[config.mk]
export PLATFORM = sky130hd
export DESIGN_NAME = gbs_ctrl
export DESIGN_NICKNAME = d
export VERILOG_FILES = /design/src/sv/gbs_pkg.sv /design/src/sv/gbs_ctrl.sv
export SDC_FILE = /design/constraint.sdc
export NUM_CORES = 1
export LEC_CHECK = 0
export BUFFER_PORTS_ARGS = -buffer_cell sky130_fd_sc_hd__buf_2
export CORE_AREA = 2 2 39 41
export DETAILED_ROUTE_END_ITERATION = 8
export DIE_AREA = 0 0 41 43
export HOLD_SLACK_MARGIN = 0.06
export PLACE_DENSITY = 0.78
export SLEW_MARGIN = 0
export SYNTH_ARGS = -nofsm -noshare
export SYNTH_HDL_FRONTEND = slang
export SYNTH_SLANG_ARGS = --single-unit
[constraint.sdc]
create_clock -name clk_i -period 4.47 [get_ports clk_i]
set_input_delay 0 -clock clk_i [delete_from_list [all_inputs] [get_ports clk_i]]
set_output_delay 0 -clock clk_i [all_outputs]
set_load 0.01 [all_outputs]
[src/sv/gbs_pkg.sv]
// ---------------------------------------------------------------------------
// Greedy box suppression: package
// Sizes, stored entry layout, register indexes, controller states and the
// command and status groups between controller and datapath.
// ---------------------------------------------------------------------------
`default_nettype none

package gbs_pkg;

  localparam int MAX_BOXES  = 256;
  localparam int COORD_BITS = 12;
  localparam int IDX_W      = $clog2(MAX_BOXES);
  localparam int CNT_W      = IDX_W + 1;
  localparam int SCORE_W    = 16;
  localparam int POS_W      = 8;
  localparam int THR_W      = 16;
  localparam int LIM_W      = 7;
  localparam int RESULT_LIMIT = 64;
  localparam int CFG_IDX_W  = 1;
  localparam int CFG_DATA_W = 16;
  localparam int EXT_W      = COORD_BITS + 1;    // inclusive extent
  localparam int PROD_W     = 2 * EXT_W;         // area or intersection
  localparam int UNI_W      = PROD_W + 1;        // union
  localparam int CMP_W      = THR_W + UNI_W;     // cross-multiplied compare

  localparam logic [THR_W-1:0] IOU_RESET  = THR_W'(19661);
  localparam logic [LIM_W-1:0] KEEP_RESET = LIM_W'(64);

  typedef struct packed {
    logic [COORD_BITS-1:0] left;
    logic [COORD_BITS-1:0] top;
    logic [COORD_BITS-1:0] right;
    logic [COORD_BITS-1:0] bottom;
    logic [SCORE_W-1:0]    score;
    logic [POS_W-1:0]      src;
  } entry_t;

  typedef enum logic [CFG_IDX_W-1:0] {
    CFG_IOU_THRESHOLD = 1'b0,
    CFG_KEEP_LIMIT    = 1'b1
  } cfg_reg_e;

  typedef enum logic [3:0] {
    S_IDLE, S_INS_CHK, S_INS_CMP, S_END_CHK,
    S_SUP_I, S_SUP_A, S_SUP_J, S_SUP_DRAIN,
    S_EM_SCAN, S_EM_LOAD, S_EM_FLUSH, S_CLEAR
  } state_e;

  typedef struct packed {
    logic in_ready;
    logic accept;
    logic rd_prev;
    logic shift;
    logic put_new;
    logic sup_skip;
    logic rd_a;
    logic load_a;
    logic issue_j;
    logic row_done;
    logic em_skip;
    logic em_rd;
    logic em_load;
    logic em_flush;
    logic clear;
  } cmd_t;

  typedef struct packed {
    logic in_valid;
    logic full;
    logic pos_zero;
    logic rd_less;
    logic cur_last;
    logic i_end;
    logic i_sup;
    logic j_end;
    logic pipe_busy;
    logic k_end;
    logic k_sup;
    logic n_full;
    logic h_valid;
    logic out_free;
  } sts_t;

endpackage

`default_nettype wire

[src/sv/gbs_ctrl.sv]
// ---------------------------------------------------------------------------
// Greedy box suppression: controller
// Sequences insertion, the suppression sweep and result emission.
// ---------------------------------------------------------------------------
`default_nettype none

module gbs_ctrl import gbs_pkg::*; (
  input  logic   clk_i,
  input  logic   rst_ni,
  input  sts_t   sts_i,
  output cmd_t   cmd_o
);

  state_e state_q, state_d;

  // State register
  always_ff @(posedge clk_i or negedge rst_ni) begin
    if (!rst_ni) begin
      state_q <= S_IDLE;
    end else begin
      state_q <= state_d;
    end
  end

  // Next state and commands
  always_comb begin
    state_d = state_q;
    cmd_o   = '0;
    case (state_q)
      S_IDLE: begin
        cmd_o.in_ready = 1'b1;
        if (sts_i.in_valid) begin
          cmd_o.accept = 1'b1;
          state_d = sts_i.full ? S_END_CHK : S_INS_CHK;
        end
      end
      S_INS_CHK: begin
        if (sts_i.pos_zero) begin
          cmd_o.put_new = 1'b1;
          state_d = S_END_CHK;
        end else begin
          cmd_o.rd_prev = 1'b1;
          state_d = S_INS_CMP;
        end
      end
      S_INS_CMP: begin
        if (sts_i.rd_less) begin
          cmd_o.shift = 1'b1;
          state_d = S_INS_CHK;
        end else begin
          cmd_o.put_new = 1'b1;
          state_d = S_END_CHK;
        end
      end
      S_END_CHK: begin
        state_d = sts_i.cur_last ? S_SUP_I : S_IDLE;
      end
      S_SUP_I: begin
        if (sts_i.i_end) begin
          state_d = S_EM_SCAN;
        end else if (sts_i.i_sup) begin
          cmd_o.sup_skip = 1'b1;
        end else begin
          cmd_o.rd_a = 1'b1;
          state_d = S_SUP_A;
        end
      end
      S_SUP_A: begin
        cmd_o.load_a = 1'b1;
        state_d = S_SUP_J;
      end
      S_SUP_J: begin
        if (sts_i.j_end) begin
          state_d = S_SUP_DRAIN;
        end else begin
          cmd_o.issue_j = 1'b1;
        end
      end
      S_SUP_DRAIN: begin
        if (!sts_i.pipe_busy) begin
          cmd_o.row_done = 1'b1;
          state_d = S_SUP_I;
        end
      end
      S_EM_SCAN: begin
        if (sts_i.k_end || sts_i.n_full) begin
          state_d = sts_i.h_valid ? S_EM_FLUSH : S_CLEAR;
        end else if (sts_i.k_sup) begin
          cmd_o.em_skip = 1'b1;
        end else begin
          cmd_o.em_rd = 1'b1;
          state_d = S_EM_LOAD;
        end
      end
      S_EM_LOAD: begin
        if (!sts_i.h_valid || sts_i.out_free) begin
          cmd_o.em_load = 1'b1;
          state_d = S_EM_SCAN;
        end
      end
      S_EM_FLUSH: begin
        if (sts_i.out_free) begin
          cmd_o.em_flush = 1'b1;
          state_d = S_CLEAR;
        end
      end
      S_CLEAR: begin
        cmd_o.clear = 1'b1;
        state_d = S_IDLE;
      end
      default: begin
        state_d = S_IDLE;
      end
    endcase
  end

endmodule

`default_nettype wire

==> metrics.txt, run 1 <==
# TYPE chip_impl_metric gauge
chip_impl_info{name="outcome",value="finished, final reports clean"} 1
chip_impl_metric{name="clock_latency_on_the_worst_skew_pair",unit="ps"} 240
chip_impl_metric{name="synth-adder-area-share",unit="%"} 0
chip_impl_metric{name="clock_pin_slew_worst_setup_and_hold_paths",unit="ps"} 40
chip_impl_metric{name="worst_slew_margin_rel",unit="%"} 69.7
chip_impl_metric{name="setup-tns-final",unit="ps"} 0
chip_impl_metric{name="synth-simple-area-share",unit="%"} 47.9
chip_impl_metric{name="maxClockFrequency",unit="MHz"} 547
chip_impl_info{name="cts.root.buffer_cell",value="sky130_fd_sc_hd__clkbuf_4"} 1
chip_impl_metric{name="die_x",unit="microns"} 41
chip_impl_metric{name="leakage",unit="uW"} 0.000385
chip_impl_metric{name="slew_at_the_pin_with_the_worst_max_slew_slack",unit="ps"} 455
chip_impl_metric{name="routed_wire_length_per_instance",unit="microns"} 12.1
chip_impl_metric{name="largest_register_ff_count",unit=""} 4
chip_impl_metric{name="synth_sequential_area_ratio",unit="%"} 17.3
chip_impl_metric{name="detail-route-antenna-nets",unit=""} 0
chip_impl_metric{name="final_layout_size_suffix_gt1_share",unit="%"} 47.0
chip_impl_metric{name="synth_fp_nets",unit=""} 87
chip_impl_metric{name="swShare",unit="%"} 49.1
chip_impl_metric{name="antennaDiodeCount",unit=""} 0
chip_impl_metric{name="ioPinCount",unit=""} 31
chip_impl_metric{name="first_global_vias",unit=""} 526
chip_impl_metric{name="worst_hold_margin",unit="ps"} 91.7
chip_impl_metric{name="async_set_or_reset_flop_fraction_in_the_synthesized_netlist",unit="%"} 100
chip_impl_metric{name="period_share",unit="%"} 40.9
chip_impl_metric{name="via_per_inst",unit=""} 5.47
chip_impl_info{name="critPathLaunchType",value="flip-flop"} 1
chip_impl_metric{name="antenna_found_initial",unit=""} 0
chip_impl_metric{name="post_cts_setup_buffer_count",unit=""} 0
chip_impl_metric{name="synth.yosys.warnings",unit=""} 0
chip_impl_info{name="crit_slowest_cell",value="sky130_fd_sc_hd__dfrtp_1"} 1
chip_impl_metric{name="hold_viol_final",unit=""} 0
chip_impl_info{name="rsz0062_at_grt",value="no"} 1
chip_impl_info{name="cts_tree",value="built"} 1
chip_impl_metric{name="yosys_register_bits",unit=""} 4
chip_impl_metric{name="pwr-share-comb",unit="%"} 61.2
chip_impl_metric{name="worst_clock_skew",unit="ps"} 4.72
chip_impl_metric{name="crit_path_max_incr_delay",unit="ps"} 580
chip_impl_metric{name="starting_density_of_the_core",unit="%"} 41.9
chip_impl_metric{name="post_cts_resize_count",unit=""} 0
chip_impl_metric{name="core_region_area",unit="sq um"} 1380
chip_impl_metric{name="utilization",unit="%"} 52.8
chip_impl_metric{name="route.vias.total",unit=""} 635
chip_impl_metric{name="first_iter_violations",unit=""} 18
chip_impl_metric{name="post_synth_instance_area",unit="sq um"} 579
chip_impl_info{name="timing.hold.worst.class",value="in2async"} 1
chip_impl_metric{name="grt_start_max_net_pins",unit=""} 14
chip_impl_metric{name="grt_overflow_total",unit=""} 0
chip_impl_info{name="timing.critical_path.max_delay_family",value="flip-flops"} 1
chip_impl_metric{name="numPortBuffers",unit=""} 30
chip_impl_metric{name="routabilityCongestion",unit=""} 0.990
chip_impl_metric{name="average_footprint_of_a_synthesized_cell",unit="sq um"} 8.16
chip_impl_metric{name="route.final.wire_length",unit="microns"} 1400
chip_impl_metric{name="half_perimeter_wire_length_after_detailed_placement",unit="microns"} 1090
chip_impl_metric{name="placement_rows",unit=""} 14
chip_impl_metric{name="vdd.ir_drop.worst",unit="uV"} 208
chip_impl_info{name="max_flop_register",value="state_q"} 1
chip_impl_metric{name="synth-edff-count",unit=""} 0
chip_impl_metric{name="drt_pass1_iterations",unit=""} 4
chip_impl_info{name="top_regs",value="state_q (4)"} 1
chip_impl_metric{name="finalWorstPathRequiredPeriod",unit="ps"} 1830
chip_impl_metric{name="synth_compound_gate_area_share",unit="%"} 21.0
chip_impl_metric{name="p_int",unit="uW"} 205
chip_impl_metric{name="cts.htree.levels",unit=""} 1
chip_impl_metric{name="max_cap_violations",unit=""} 0
chip_impl_metric{name="final_layout_net_count",unit=""} 118
chip_impl_metric{name="data_arrival_time_of_the_critical_path",unit="ps"} 1950
chip_impl_metric{name="layout-area-overhead-vs-synth",unit="%"} 26.1
chip_impl_metric{name="powerDensity",unit="nW/um^2"} 550
chip_impl_info{name="predominant_post_synthesis_flop_cell",value="sky130_fd_sc_hd__dfrtp_1"} 1
chip_impl_metric{name="dpl_cell_area",unit="sq um"} 688
chip_impl_metric{name="tritoncts_num_sinks",unit=""} 4
chip_impl_metric{name="post_synth_mux_area_share",unit="%"} 2.59
chip_impl_metric{name="floorplan.die_area",unit="sq um"} 1760
chip_impl_metric{name="clock_path_buffers",unit=""} 2
chip_impl_metric{name="synth.distinct_cells",unit=""} 32
chip_impl_metric{name="finalInstanceArea",unit="sq um"} 731
chip_impl_metric{name="yosys.area_share.xor_xnor",unit="%"} 0
chip_impl_metric{name="tritoncts.num_buffers",unit=""} 3
chip_impl_metric{name="grt_pass1_wl",unit="microns"} 2190
chip_impl_metric{name="report.final.setup_viol",unit=""} 0
chip_impl_metric{name="share_clk_of_total_power",unit="%"} 11.2
chip_impl_metric{name="detail_route.drc_violations",unit=""} 0
chip_impl_metric{name="worst_ep_required_time",unit="ps"} 4590
chip_impl_info{name="largest_family_of_logic_cells_by_synthesized_area",value="simple AND/OR/NAND/NOR gates"} 1
chip_impl_metric{name="slew_violations",unit=""} 0
chip_impl_metric{name="crit_fanout",unit=""} 11
chip_impl_metric{name="worst-path-buf-inv",unit=""} 0
chip_impl_metric{name="grt_usage",unit="%"} 18.0
chip_impl_info{name="timing.critical_path.cells",value="nand2b_1 -> o22ai_1 -> a21oi_2 -> nand3_2 -> mux2_4"} 1
chip_impl_metric{name="pwr-share-seq",unit="%"} 27.6
chip_impl_metric{name="synth_cells",unit=""} 71
chip_impl_info{name="end_kind",value="flip-flop"} 1
chip_impl_metric{name="hold_buffers",unit=""} 2
chip_impl_metric{name="switchingPower",unit="uW"} 197
chip_impl_metric{name="floorplan.die.height",unit="microns"} 43
chip_impl_info{name="worstSetupPathType",value="reg2reg"} 1
-- cells by family (layout without fill, tap and decap cells) --
logic type             Yosys count  in the layout
AO/OA/AOI/OAI                   17             17
buffers and inverters            7             36
flip-flops                       4              4
multiplexers                     1              1
AND/OR/NAND/NOR                 42             42
-- cells in the mapped netlist (2+ instances only) --
cell                        n  area [sq um]
sky130_fd_sc_hd__and2b_2    2          17.5
sky130_fd_sc_hd__nor4_1     2          12.5
sky130_fd_sc_hd__and2_1     2          12.5
sky130_fd_sc_hd__o22ai_1    3          18.8
sky130_fd_sc_hd__nand2_1    5          18.8
sky130_fd_sc_hd__dfrtp_1    4           100
sky130_fd_sc_hd__buf_6      5          56.3
sky130_fd_sc_hd__a21oi_1    2          10.0
sky130_fd_sc_hd__o21ai_0    5          25.0
sky130_fd_sc_hd__nand2b_4   2          27.5
sky130_fd_sc_hd__nor3_1     3          15.0
sky130_fd_sc_hd__and3_1     2          12.5
sky130_fd_sc_hd__nor2_1    12          45.0
sky130_fd_sc_hd__nand2b_1   4          25.0
-- area by class of cell --
type                    count  area [sq um]
flip-flops and latches      4           100
fillers                   125           653
repair buffers             32           170
multi-input cells          60           414
inverters                   1          3.75
clock buffers               3          22.5
well taps                  16          20.0
-- placed cells by master, fill, tap and decap left out, types with 2 or more instances in the layout --
master	instances
sky130_fd_sc_hd__clkbuf_4	3
sky130_fd_sc_hd__nand2b_1	4
sky130_fd_sc_hd__o22ai_1	3
sky130_fd_sc_hd__a21oi_1	2
sky130_fd_sc_hd__o21ai_0	5
sky130_fd_sc_hd__and2_1	2
sky130_fd_sc_hd__nand2b_4	2
sky130_fd_sc_hd__dlygate4sd3_1	2
sky130_fd_sc_hd__and3_1	2
sky130_fd_sc_hd__nor4_1	2
sky130_fd_sc_hd__and2b_2	2
sky130_fd_sc_hd__dfrtp_1	4
sky130_fd_sc_hd__buf_2	30
sky130_fd_sc_hd__nand2_1	5
sky130_fd_sc_hd__nor2_1	12
sky130_fd_sc_hd__nor3_1	3
-- worst register-to-register path: stages (launching register included) --
cell and delay [ps]:
sky130_fd_sc_hd__dfrtp_1 580, sky130_fd_sc_hd__nand2b_1 360, sky130_fd_sc_hd__o22ai_1 170, sky130_fd_sc_hd__a21oi_2 200, sky130_fd_sc_hd__nand3_2 100, sky130_fd_sc_hd__mux2_4 300
-- per-layer routing --
layer / vias up / GRT usage, % / routed length, microns
met2: 38 / 27.2 / 679
met3: 2 / 1.57 / 130
met5: - / 0 / 0
met1: 281 / 25.1 / 577
met4: 0 / 8.00 / 11
li1: 314 / - / -
-- power by group through the flow --
| stage | registers, uW | logic, uW | clock network, uW |
|---|---|---|---|
| after global placement | 110 | 238 | 0 |
| after floorplan | 65.9 | 263 | 0 |
| after detailed placement | 111 | 241 | 0 |
| after global routing | 117 | 269 | 46.3 |
| final | 111 | 246 | 45.0 |
| after CTS | 110 | 244 | 45.2 |
-- path summary, 6_finish.rpt --
| check | start | to | slack [ps] | cells past startpoint |
|---|---|---|---|---|
| setup / recovery | state_q[2] | state_q[1] | 2640 | 5 |
| hold / removal | rst_ni | state_q[0] | 90 | 2 |
| setup reg to reg | state_q[2] | state_q[1] | 2640 | 5 |
| hold reg to reg | state_q[3] | state_q[2] | 710 | 1 |
| max in group asynchronous | rst_ni | state_q[3] | 4260 | 2 |
| min in group clk_i | sts_i[4] | state_q[1] | 150 | 4 |
-- stage by stage --
step                      cells  total power, uW  worst slack, ps
after CTS                   116              399             2670
after global routing        116              433             2550
final                       116              402             2640
after detailed placement    111              352             2670
after global placement      111              348             2730
after floorplan              71              329             2830
Power figures use the tool's default switching activity.
==> run 2, diff against run 1 <==
--- a/config.mk
+++ b/config.mk
@@ -5,12 +5,13 @@
 export SDC_FILE = /design/constraint.sdc
 export NUM_CORES = 1
 export LEC_CHECK = 0
+export ABC_AREA = 1
 export BUFFER_PORTS_ARGS = -buffer_cell sky130_fd_sc_hd__buf_2
 export CORE_AREA = 2 2 39 41
 export DETAILED_ROUTE_END_ITERATION = 8
 export DIE_AREA = 0 0 41 43
 export HOLD_SLACK_MARGIN = 0.06
-export PLACE_DENSITY = 0.78
+export PLACE_DENSITY = 0.73
 export SLEW_MARGIN = 0
 export SYNTH_ARGS = -nofsm -noshare
 export SYNTH_HDL_FRONTEND = slang
==> constraint.sdc (replaced) <==
create_clock -name clk_i -period 1.7 [get_ports clk_i]
set_input_delay 0 -clock clk_i [delete_from_list [all_inputs] [get_ports clk_i]]
set_output_delay 0 -clock clk_i [all_outputs]
set_load 0.01 [all_outputs]
==> metrics.txt, run 2 <==
# TYPE chip_impl_metric gauge
chip_impl_metric{name="vdd.ir_drop.worst",unit="uV"} 487
chip_impl_metric{name="synth-simple-area-share",unit="%"} 61.8
chip_impl_metric{name="route.final.wire_length",unit="microns"} 1440
chip_impl_metric{name="fin_cells",unit=""} 150
chip_impl_metric{name="period_share",unit="%"} 88.8
chip_impl_metric{name="use_met2",unit="%"} 30.0
chip_impl_metric{name="hold_buffers",unit=""} 2
chip_impl_metric{name="ioPinCount",unit=""} 31
chip_impl_metric{name="detail-route-antenna-nets",unit=""} 0
chip_impl_metric{name="half_perimeter_wire_length_after_detailed_placement",unit="microns"} 1190
chip_impl_metric{name="tritoncts.num_buffers",unit=""} 3
chip_impl_metric{name="synth_sequential_area_ratio",unit="%"} 19.2
chip_impl_metric{name="report.final.setup_viol",unit=""} 0
chip_impl_metric{name="synth_compound_gate_area_share",unit="%"} 5.29
chip_impl_metric{name="dpl_cell_area",unit="sq um"} 691
chip_impl_metric{name="final_layout_size_suffix_gt1_share",unit="%"} 30.6
chip_impl_metric{name="synth_cells",unit=""} 99
chip_impl_metric{name="synth-edff-count",unit=""} 0
chip_impl_metric{name="core_region_area",unit="sq um"} 1380
chip_impl_metric{name="whs_path_depth",unit=""} 3
chip_impl_metric{name="die_x",unit="microns"} 41
chip_impl_metric{name="floorplan.die.height",unit="microns"} 43
chip_impl_info{name="rsz0062_at_grt",value="no"} 1
chip_impl_metric{name="powerDensity",unit="nW/um^2"} 1360
chip_impl_metric{name="floorplan.die_area",unit="sq um"} 1760
chip_impl_metric{name="routabilityCongestion",unit=""} 0.850
chip_impl_metric{name="synth-adder-area-share",unit="%"} 0
chip_impl_info{name="timing.hold.worst.class",value="in2reg"} 1
chip_impl_metric{name="clock_path_buffers",unit=""} 2
chip_impl_metric{name="clock_pin_slew_worst_setup_and_hold_paths",unit="ps"} 40
chip_impl_info{name="most_frequent_standard_cell_in_the_layout_excluding_fill_and_tap_cells",value="sky130_fd_sc_hd__buf_2"} 1
chip_impl_metric{name="layout-area-overhead-vs-synth",unit="%"} 40.9
chip_impl_metric{name="finalWorstPathRequiredPeriod",unit="ps"} 1510
chip_impl_metric{name="starting_density_of_the_core",unit="%"} 37.6
chip_impl_metric{name="reg_to_reg_setup_timing_slack",unit="ps"} 270
chip_impl_metric{name="worst_clock_skew",unit="ps"} 6.46
chip_impl_metric{name="post_synth_mux_area_share",unit="%"} 0
chip_impl_info{name="worst_reg2reg_endpoint",value="state_q[0]"} 1
chip_impl_info{name="synth_top_area_cell",value="sky130_fd_sc_hd__dfrtp_1"} 1
chip_impl_metric{name="drt_pass1_iterations",unit=""} 4
chip_impl_info{name="timing.hold.worst_endpoint",value="state_q[3]"} 1
chip_impl_metric{name="detail_route.drc_violations",unit=""} 0
chip_impl_info{name="global_route.peak_usage_layer",value="met2"} 1
chip_impl_metric{name="slew_at_the_pin_with_the_worst_max_slew_slack",unit="ps"} 422
chip_impl_metric{name="clock_latency_on_the_worst_skew_pair",unit="ps"} 240
chip_impl_info{name="top_regs",value="state_q (4)"} 1
chip_impl_metric{name="async_set_or_reset_flop_fraction_in_the_synthesized_netlist",unit="%"} 100
chip_impl_info{name="synth.top_cells.by_count",value="sky130_fd_sc_hd__nand2_1 (26), sky130_fd_sc_hd__nor2_1 (22), sky130_fd_sc_hd__inv_1 (17)"} 1
chip_impl_metric{name="final_layout_net_count",unit=""} 152
chip_impl_metric{name="grt_pass1_wl",unit="microns"} 2280
chip_impl_metric{name="slew_violations",unit=""} 0
chip_impl_info{name="cts.root.buffer_cell",value="sky130_fd_sc_hd__clkbuf_4"} 1
chip_impl_metric{name="grt_util_met1",unit="%"} 23.3
chip_impl_info{name="min_delay_startpoint",value="sts_i[8]"} 1
chip_impl_info{name="largest_family_of_logic_cells_by_synthesized_area",value="simple AND/OR/NAND/NOR gates"} 1
chip_impl_metric{name="worst_slew_margin_rel",unit="%"} 71.8
chip_impl_metric{name="antennaDiodeCount",unit=""} 0
chip_impl_metric{name="grt_usage",unit="%"} 18.7
chip_impl_info{name="cts_tree",value="built"} 1
chip_impl_metric{name="maxClockFrequency",unit="MHz"} 662
chip_impl_metric{name="post_cts_setup_buffer_count",unit=""} 0
chip_impl_metric{name="hold_viol_final",unit=""} 0
chip_impl_metric{name="yosys.area_share.xor_xnor",unit="%"} 0
chip_impl_metric{name="worst_ep_required_time",unit="ps"} 1700
chip_impl_metric{name="post_cts_resize_count",unit=""} 0
chip_impl_info{name="critPathLaunchType",value="flip-flop"} 1
chip_impl_metric{name="data_arrival_time_of_the_critical_path",unit="ps"} 1510
chip_impl_metric{name="use_met3",unit="%"} 4.71
chip_impl_metric{name="place.detailed.instances",unit=""} 145
chip_impl_metric{name="grt_overflow_total",unit=""} 0
chip_impl_info{name="yosys.cell_count.top_type",value="sky130_fd_sc_hd__nand2_1"} 1
chip_impl_info{name="max_flop_register",value="state_q"} 1
chip_impl_metric{name="antenna_found_initial",unit=""} 0
chip_impl_metric{name="average_footprint_of_a_synthesized_cell",unit="sq um"} 5.26
chip_impl_metric{name="final_worst_setup_slack",unit="ps"} 190
chip_impl_metric{name="post_placement_worst_setup_slack",unit="ps"} 289
chip_impl_info{name="predominant_post_synthesis_flop_cell",value="sky130_fd_sc_hd__dfrtp_1"} 1
chip_impl_info{name="worstSetupPathType",value="reg2out"} 1
chip_impl_metric{name="first_iter_violations",unit=""} 22
chip_impl_metric{name="post_synth_instance_area",unit="sq um"} 520
chip_impl_info{name="end_kind",value="output port"} 1
chip_impl_info{name="r2r_start",value="state_q[1]"} 1
chip_impl_metric{name="placement_rows",unit=""} 14
chip_impl_metric{name="r2r_cells",unit=""} 7
chip_impl_metric{name="yosys_register_bits",unit=""} 4
chip_impl_metric{name="tritoncts_num_sinks",unit=""} 4
chip_impl_metric{name="finalInstanceArea",unit="sq um"} 733
chip_impl_info{name="outcome",value="finished, final reports clean"} 1
chip_impl_metric{name="synth.yosys.warnings",unit=""} 0
chip_impl_info{name="layout_common_cells",value="sky130_fd_sc_hd__buf_2 (30), sky130_fd_sc_hd__nand2_1 (26), sky130_fd_sc_hd__nor2_1 (22)"} 1
chip_impl_metric{name="crit_fanout",unit=""} 6
chip_impl_metric{name="first_global_vias",unit=""} 579
chip_impl_metric{name="synth.distinct_cells",unit=""} 15
chip_impl_metric{name="route.vias.total",unit=""} 712
chip_impl_metric{name="synth_largest_type_area_fraction",unit="%"} 19.2
chip_impl_metric{name="routed_wire_length_per_instance",unit="microns"} 9.57
chip_impl_info{name="synthTopCellsByArea",value="sky130_fd_sc_hd__dfrtp_1 (19%), sky130_fd_sc_hd__nand2_1 (19%), sky130_fd_sc_hd__nor2_1 (16%)"} 1
chip_impl_metric{name="synth_fp_nets",unit=""} 115
chip_impl_metric{name="leakage",unit="uW"} 0.000492
chip_impl_metric{name="numPortBuffers",unit=""} 30
chip_impl_metric{name="grt_start_max_net_pins",unit=""} 8
chip_impl_metric{name="max_cap_violations",unit=""} 0
chip_impl_metric{name="cts.htree.levels",unit=""} 1
chip_impl_metric{name="largest_register_ff_count",unit=""} 4
chip_impl_metric{name="via_per_inst",unit=""} 4.75
chip_impl_metric{name="setup-tns-final",unit="ps"} 0
-- run 2: worst max path at each step --
stage,start,to,cells past startpoint
detailed placement,state_q[1],state_q[0],7
finish,state_q[1],cmd_o[8],4
global placement,state_q[1],state_q[0],7
global route,state_q[1],cmd_o[8],4
floorplan,state_q[1],state_q[0],6
CTS,state_q[1],cmd_o[8],4
-- run 2: kinds of logic after synthesis --
| group | after synthesis |
|---|---|
| simple gates | 71 |
| buf+inv | 19 |
| compound gates | 5 |
| flops | 4 |
-- run 2: cell type report --
| type | instances | area (sq um) |
|---|---|---|
| fill | 141 | 651 |
| multi-input combinational | 76 | 349 |
| timing repair buffer | 32 | 170 |
| sequential | 4 | 100 |
| inverter | 19 | 71.3 |
| clock buffer | 3 | 22.5 |
| tap | 16 | 20.0 |
-- run 2: worst max-delay path, stage by stage, from the launching register on --
cell                      delay [ps]
sky130_fd_sc_hd__dfrtp_1         430
sky130_fd_sc_hd__nor2_1          380
sky130_fd_sc_hd__nand3_1         220
sky130_fd_sc_hd__nor2_1          120
sky130_fd_sc_hd__buf_2           130
-- run 2: per-stage QoR --
step | hold slack (ps) | total power, uW | utilization [%]
floorplan | -296 | 684 | -
global placement | -195 | 867 | 49.9
detailed placement | -194 | 870 | 49.9
CTS | 92.1 | 996 | 53.0
global route | 101 | 1090 | 53.0
finish | 91.4 | 994 | 53.0
-- run 2: metal layers --
layer  share of wire (%)  up-vias
met2                  47       40
li1                    -      379
met5                   0        -
met4                   0        0
met3                 9.3        0
met1                  44      293
-- run 2: where the power goes --
group	switching, uW	total (uW)	internal, uW
clock	37.3	116	78.8
sequential	81.9	223	141
combinational	426	655	229
total	545	994	449
==> run 3, diff against run 2 <==
--- a/config.mk
+++ b/config.mk
@@ -11,6 +11,7 @@
 export DETAILED_ROUTE_END_ITERATION = 8
 export DIE_AREA = 0 0 41 43
 export HOLD_SLACK_MARGIN = 0.06
+export MAX_ROUTING_LAYER = met4
 export PLACE_DENSITY = 0.73
 export SLEW_MARGIN = 0
 export SYNTH_ARGS = -nofsm -noshare
==> metrics.txt, run 3 (synthesized netlist as in run 2, its figures left out) <==
# TYPE chip_impl_metric gauge
chip_impl_metric{name="grt_pass1_wl",unit="microns"} 2450
chip_impl_metric{name="period_share",unit="%"} 88.0
chip_impl_metric{name="swShare",unit="%"} 55.3
chip_impl_metric{name="route.final.wire_length",unit="microns"} 1540
chip_impl_metric{name="finalWorstPathRequiredPeriod",unit="ps"} 1500
chip_impl_metric{name="report.final.setup_viol",unit=""} 0
chip_impl_metric{name="worst_slew_margin_rel",unit="%"} 71.3
chip_impl_metric{name="post_cts_resize_count",unit=""} 0
chip_impl_metric{name="vdd.ir_drop.worst",unit="uV"} 665
chip_impl_metric{name="clock_path_buffers",unit=""} 2
chip_impl_info{name="worstSetupPathType",value="reg2out"} 1
chip_impl_metric{name="final.fill_count",unit=""} 162
chip_impl_info{name="layout_common_cells",value="sky130_fd_sc_hd__buf_2 (30), sky130_fd_sc_hd__nand2_1 (26), sky130_fd_sc_hd__nor2_1 (22)"} 1
chip_impl_metric{name="layout-area-overhead-vs-synth",unit="%"} 40.9
chip_impl_metric{name="hold_viol_final",unit=""} 0
chip_impl_metric{name="route.vias.total",unit=""} 716
chip_impl_metric{name="core_region_area",unit="sq um"} 1380
chip_impl_info{name="cts.root.buffer_cell",value="sky130_fd_sc_hd__clkbuf_4"} 1
chip_impl_info{name="timing.critical_path.cells",value="nor2_1 -> nand2_1 -> nor3_1 -> buf_2"} 1
chip_impl_metric{name="floorplan.die.height",unit="microns"} 43
chip_impl_info{name="outcome",value="finished, final reports clean"} 1
chip_impl_metric{name="routabilityCongestion",unit=""} 0.862
chip_impl_metric{name="crit_path_max_incr_delay",unit="ps"} 430
chip_impl_metric{name="worst-path-buf-inv",unit=""} 1
chip_impl_metric{name="placement_rows",unit=""} 14
chip_impl_metric{name="share_clk_of_total_power",unit="%"} 12.4
chip_impl_metric{name="floorplan.die_area",unit="sq um"} 1760
chip_impl_metric{name="pwr-share-comb",unit="%"} 65.5
chip_impl_metric{name="first_iter_violations",unit=""} 19
chip_impl_info{name="end_kind",value="output port"} 1
chip_impl_metric{name="powerDensity",unit="nW/um^2"} 1370
chip_impl_metric{name="via_per_inst",unit=""} 4.77
chip_impl_metric{name="utilization",unit="%"} 53.0
chip_impl_metric{name="antenna_found_initial",unit=""} 0
chip_impl_metric{name="clock_pin_slew_worst_setup_and_hold_paths",unit="ps"} 40
chip_impl_metric{name="data_arrival_time_of_the_critical_path",unit="ps"} 1500
chip_impl_metric{name="max_cap_violations",unit=""} 0
chip_impl_info{name="most_frequent_standard_cell_in_the_layout_excluding_fill_and_tap_cells",value="sky130_fd_sc_hd__buf_2"} 1
chip_impl_metric{name="drt_pass1_iterations",unit=""} 5
chip_impl_info{name="cts_tree",value="built"} 1
chip_impl_metric{name="cts.htree.levels",unit=""} 1
chip_impl_metric{name="leakage",unit="uW"} 0.000492
chip_impl_metric{name="worst_hold_margin",unit="ps"} 80.5
chip_impl_metric{name="half_perimeter_wire_length_after_detailed_placement",unit="microns"} 1270
chip_impl_metric{name="tritoncts.num_buffers",unit=""} 3
chip_impl_metric{name="final_layout_size_suffix_gt1_share",unit="%"} 30.6
chip_impl_metric{name="largest_register_ff_count",unit=""} 4
chip_impl_info{name="crit_slowest_cell",value="sky130_fd_sc_hd__dfrtp_1"} 1
chip_impl_info{name="rsz0062_at_grt",value="no"} 1
chip_impl_metric{name="p_int",unit="uW"} 450
chip_impl_metric{name="antennaDiodeCount",unit=""} 0
chip_impl_metric{name="grt_usage",unit="%"} 20.5
chip_impl_metric{name="die_x",unit="microns"} 41
chip_impl_metric{name="setup-tns-final",unit="ps"} 0
chip_impl_info{name="max_flop_register",value="state_q"} 1
chip_impl_metric{name="total_power",unit="uW"} 1010
chip_impl_metric{name="slew_violations",unit=""} 0
chip_impl_metric{name="worst_clock_skew",unit="ps"} 2.65
chip_impl_info{name="top_regs",value="state_q (4)"} 1
chip_impl_metric{name="switchingPower",unit="uW"} 556
chip_impl_metric{name="starting_density_of_the_core",unit="%"} 37.6
chip_impl_metric{name="crit_fanout",unit=""} 6
chip_impl_metric{name="slew_at_the_pin_with_the_worst_max_slew_slack",unit="ps"} 429
chip_impl_metric{name="first_global_vias",unit=""} 637
chip_impl_metric{name="tritoncts_num_sinks",unit=""} 4
chip_impl_metric{name="routed_wire_length_per_instance",unit="microns"} 10.3
chip_impl_metric{name="pwr-share-seq",unit="%"} 22.2
chip_impl_metric{name="ioPinCount",unit=""} 31
chip_impl_metric{name="place.detailed.instances",unit=""} 145
chip_impl_metric{name="final_layout_net_count",unit=""} 152
chip_impl_metric{name="detail_route.drc_violations",unit=""} 0
chip_impl_info{name="timing.critical_path.max_delay_family",value="simple AND/OR/NAND/NOR gates"} 1
chip_impl_metric{name="grt_overflow_total",unit=""} 0
chip_impl_metric{name="clock_latency_on_the_worst_skew_pair",unit="ps"} 240
chip_impl_metric{name="worst_ep_required_time",unit="ps"} 1700
chip_impl_metric{name="numPortBuffers",unit=""} 30
chip_impl_info{name="critPathLaunchType",value="flip-flop"} 1
chip_impl_info{name="timing.hold.worst.class",value="in2reg"} 1
chip_impl_metric{name="fin_cells",unit=""} 150
chip_impl_metric{name="maxClockFrequency",unit="MHz"} 669
chip_impl_metric{name="detail-route-antenna-nets",unit=""} 0
chip_impl_metric{name="grt_start_max_net_pins",unit=""} 8
run 3: cell counts in the layout (fill, tap and decap cells not counted):
No cell type changed its count.
run 3: per-layer routing:
layer | track usage, % | up-vias | share of wire [%]
met5 | - | - | 0
met4 | 8.00 | 0 | 0.91
met3 | 1.57 | 4 | 7.8
met2 | 32.8 | 38 | 47
met1 | 25.4 | 297 | 44
li1 | - | 377 | -
run 3: per-stage QoR:
step / worst slack [ps] / area, sq um
2_1_floorplan: 479 / 520
3_3_place_gp: 325 / 691
3_5_place_dp: 346 / 691
4_1_cts: 239 / 733
5_1_grt: 151 / 733
6_report: 205 / 733
run 3: final cells by class:
cell class	count	area, sq um	share of cell area, %
clock buffers	3	22.5	3.07
multi-input cells	76	349	47.6
well taps	16	20.0	2.73
inverters	19	71.3	9.73
flip-flops and latches	4	100	13.7
repair buffers	32	170	23.2
run 3: final timing paths:
check	slack, ps	start	cells past startpoint	to
min in group asynchronous	90	rst_ni	2	state_q[1]
hold / removal	80	sts_i[8]	3	state_q[3]
max in group asynchronous	1480	rst_ni	2	state_q[2]
setup / recovery	200	state_q[1]	4	cmd_o[3]
setup reg to reg	300	state_q[1]	7	state_q[0]
hold reg to reg	590	state_q[1]	2	state_q[1]
run 3: power by group through the flow:
stage | registers [uW] | clock network, uW | logic (uW)
2_1_floorplan | 205 | 0 | 479
3_3_place_gp | 224 | 0 | 641
3_5_place_dp | 223 | 0 | 648
4_1_cts | 222 | 123 | 655
5_1_grt | 232 | 127 | 744
6_report | 223 | 124 | 658
run 3: worst min-delay path, cell delays in order:
cell and delay [ps]:
sky130_fd_sc_hd__buf_2 90, sky130_fd_sc_hd__inv_1 70, sky130_fd_sc_hd__o21ai_0 100
run 3: repair_timing:
| action | CTS | global route |
|---|---|---|
| endpoints found under the hold margin | 5 | 0 |
| buffers inserted | 0 | 0 |
| hold buffers | 2 | 0 |
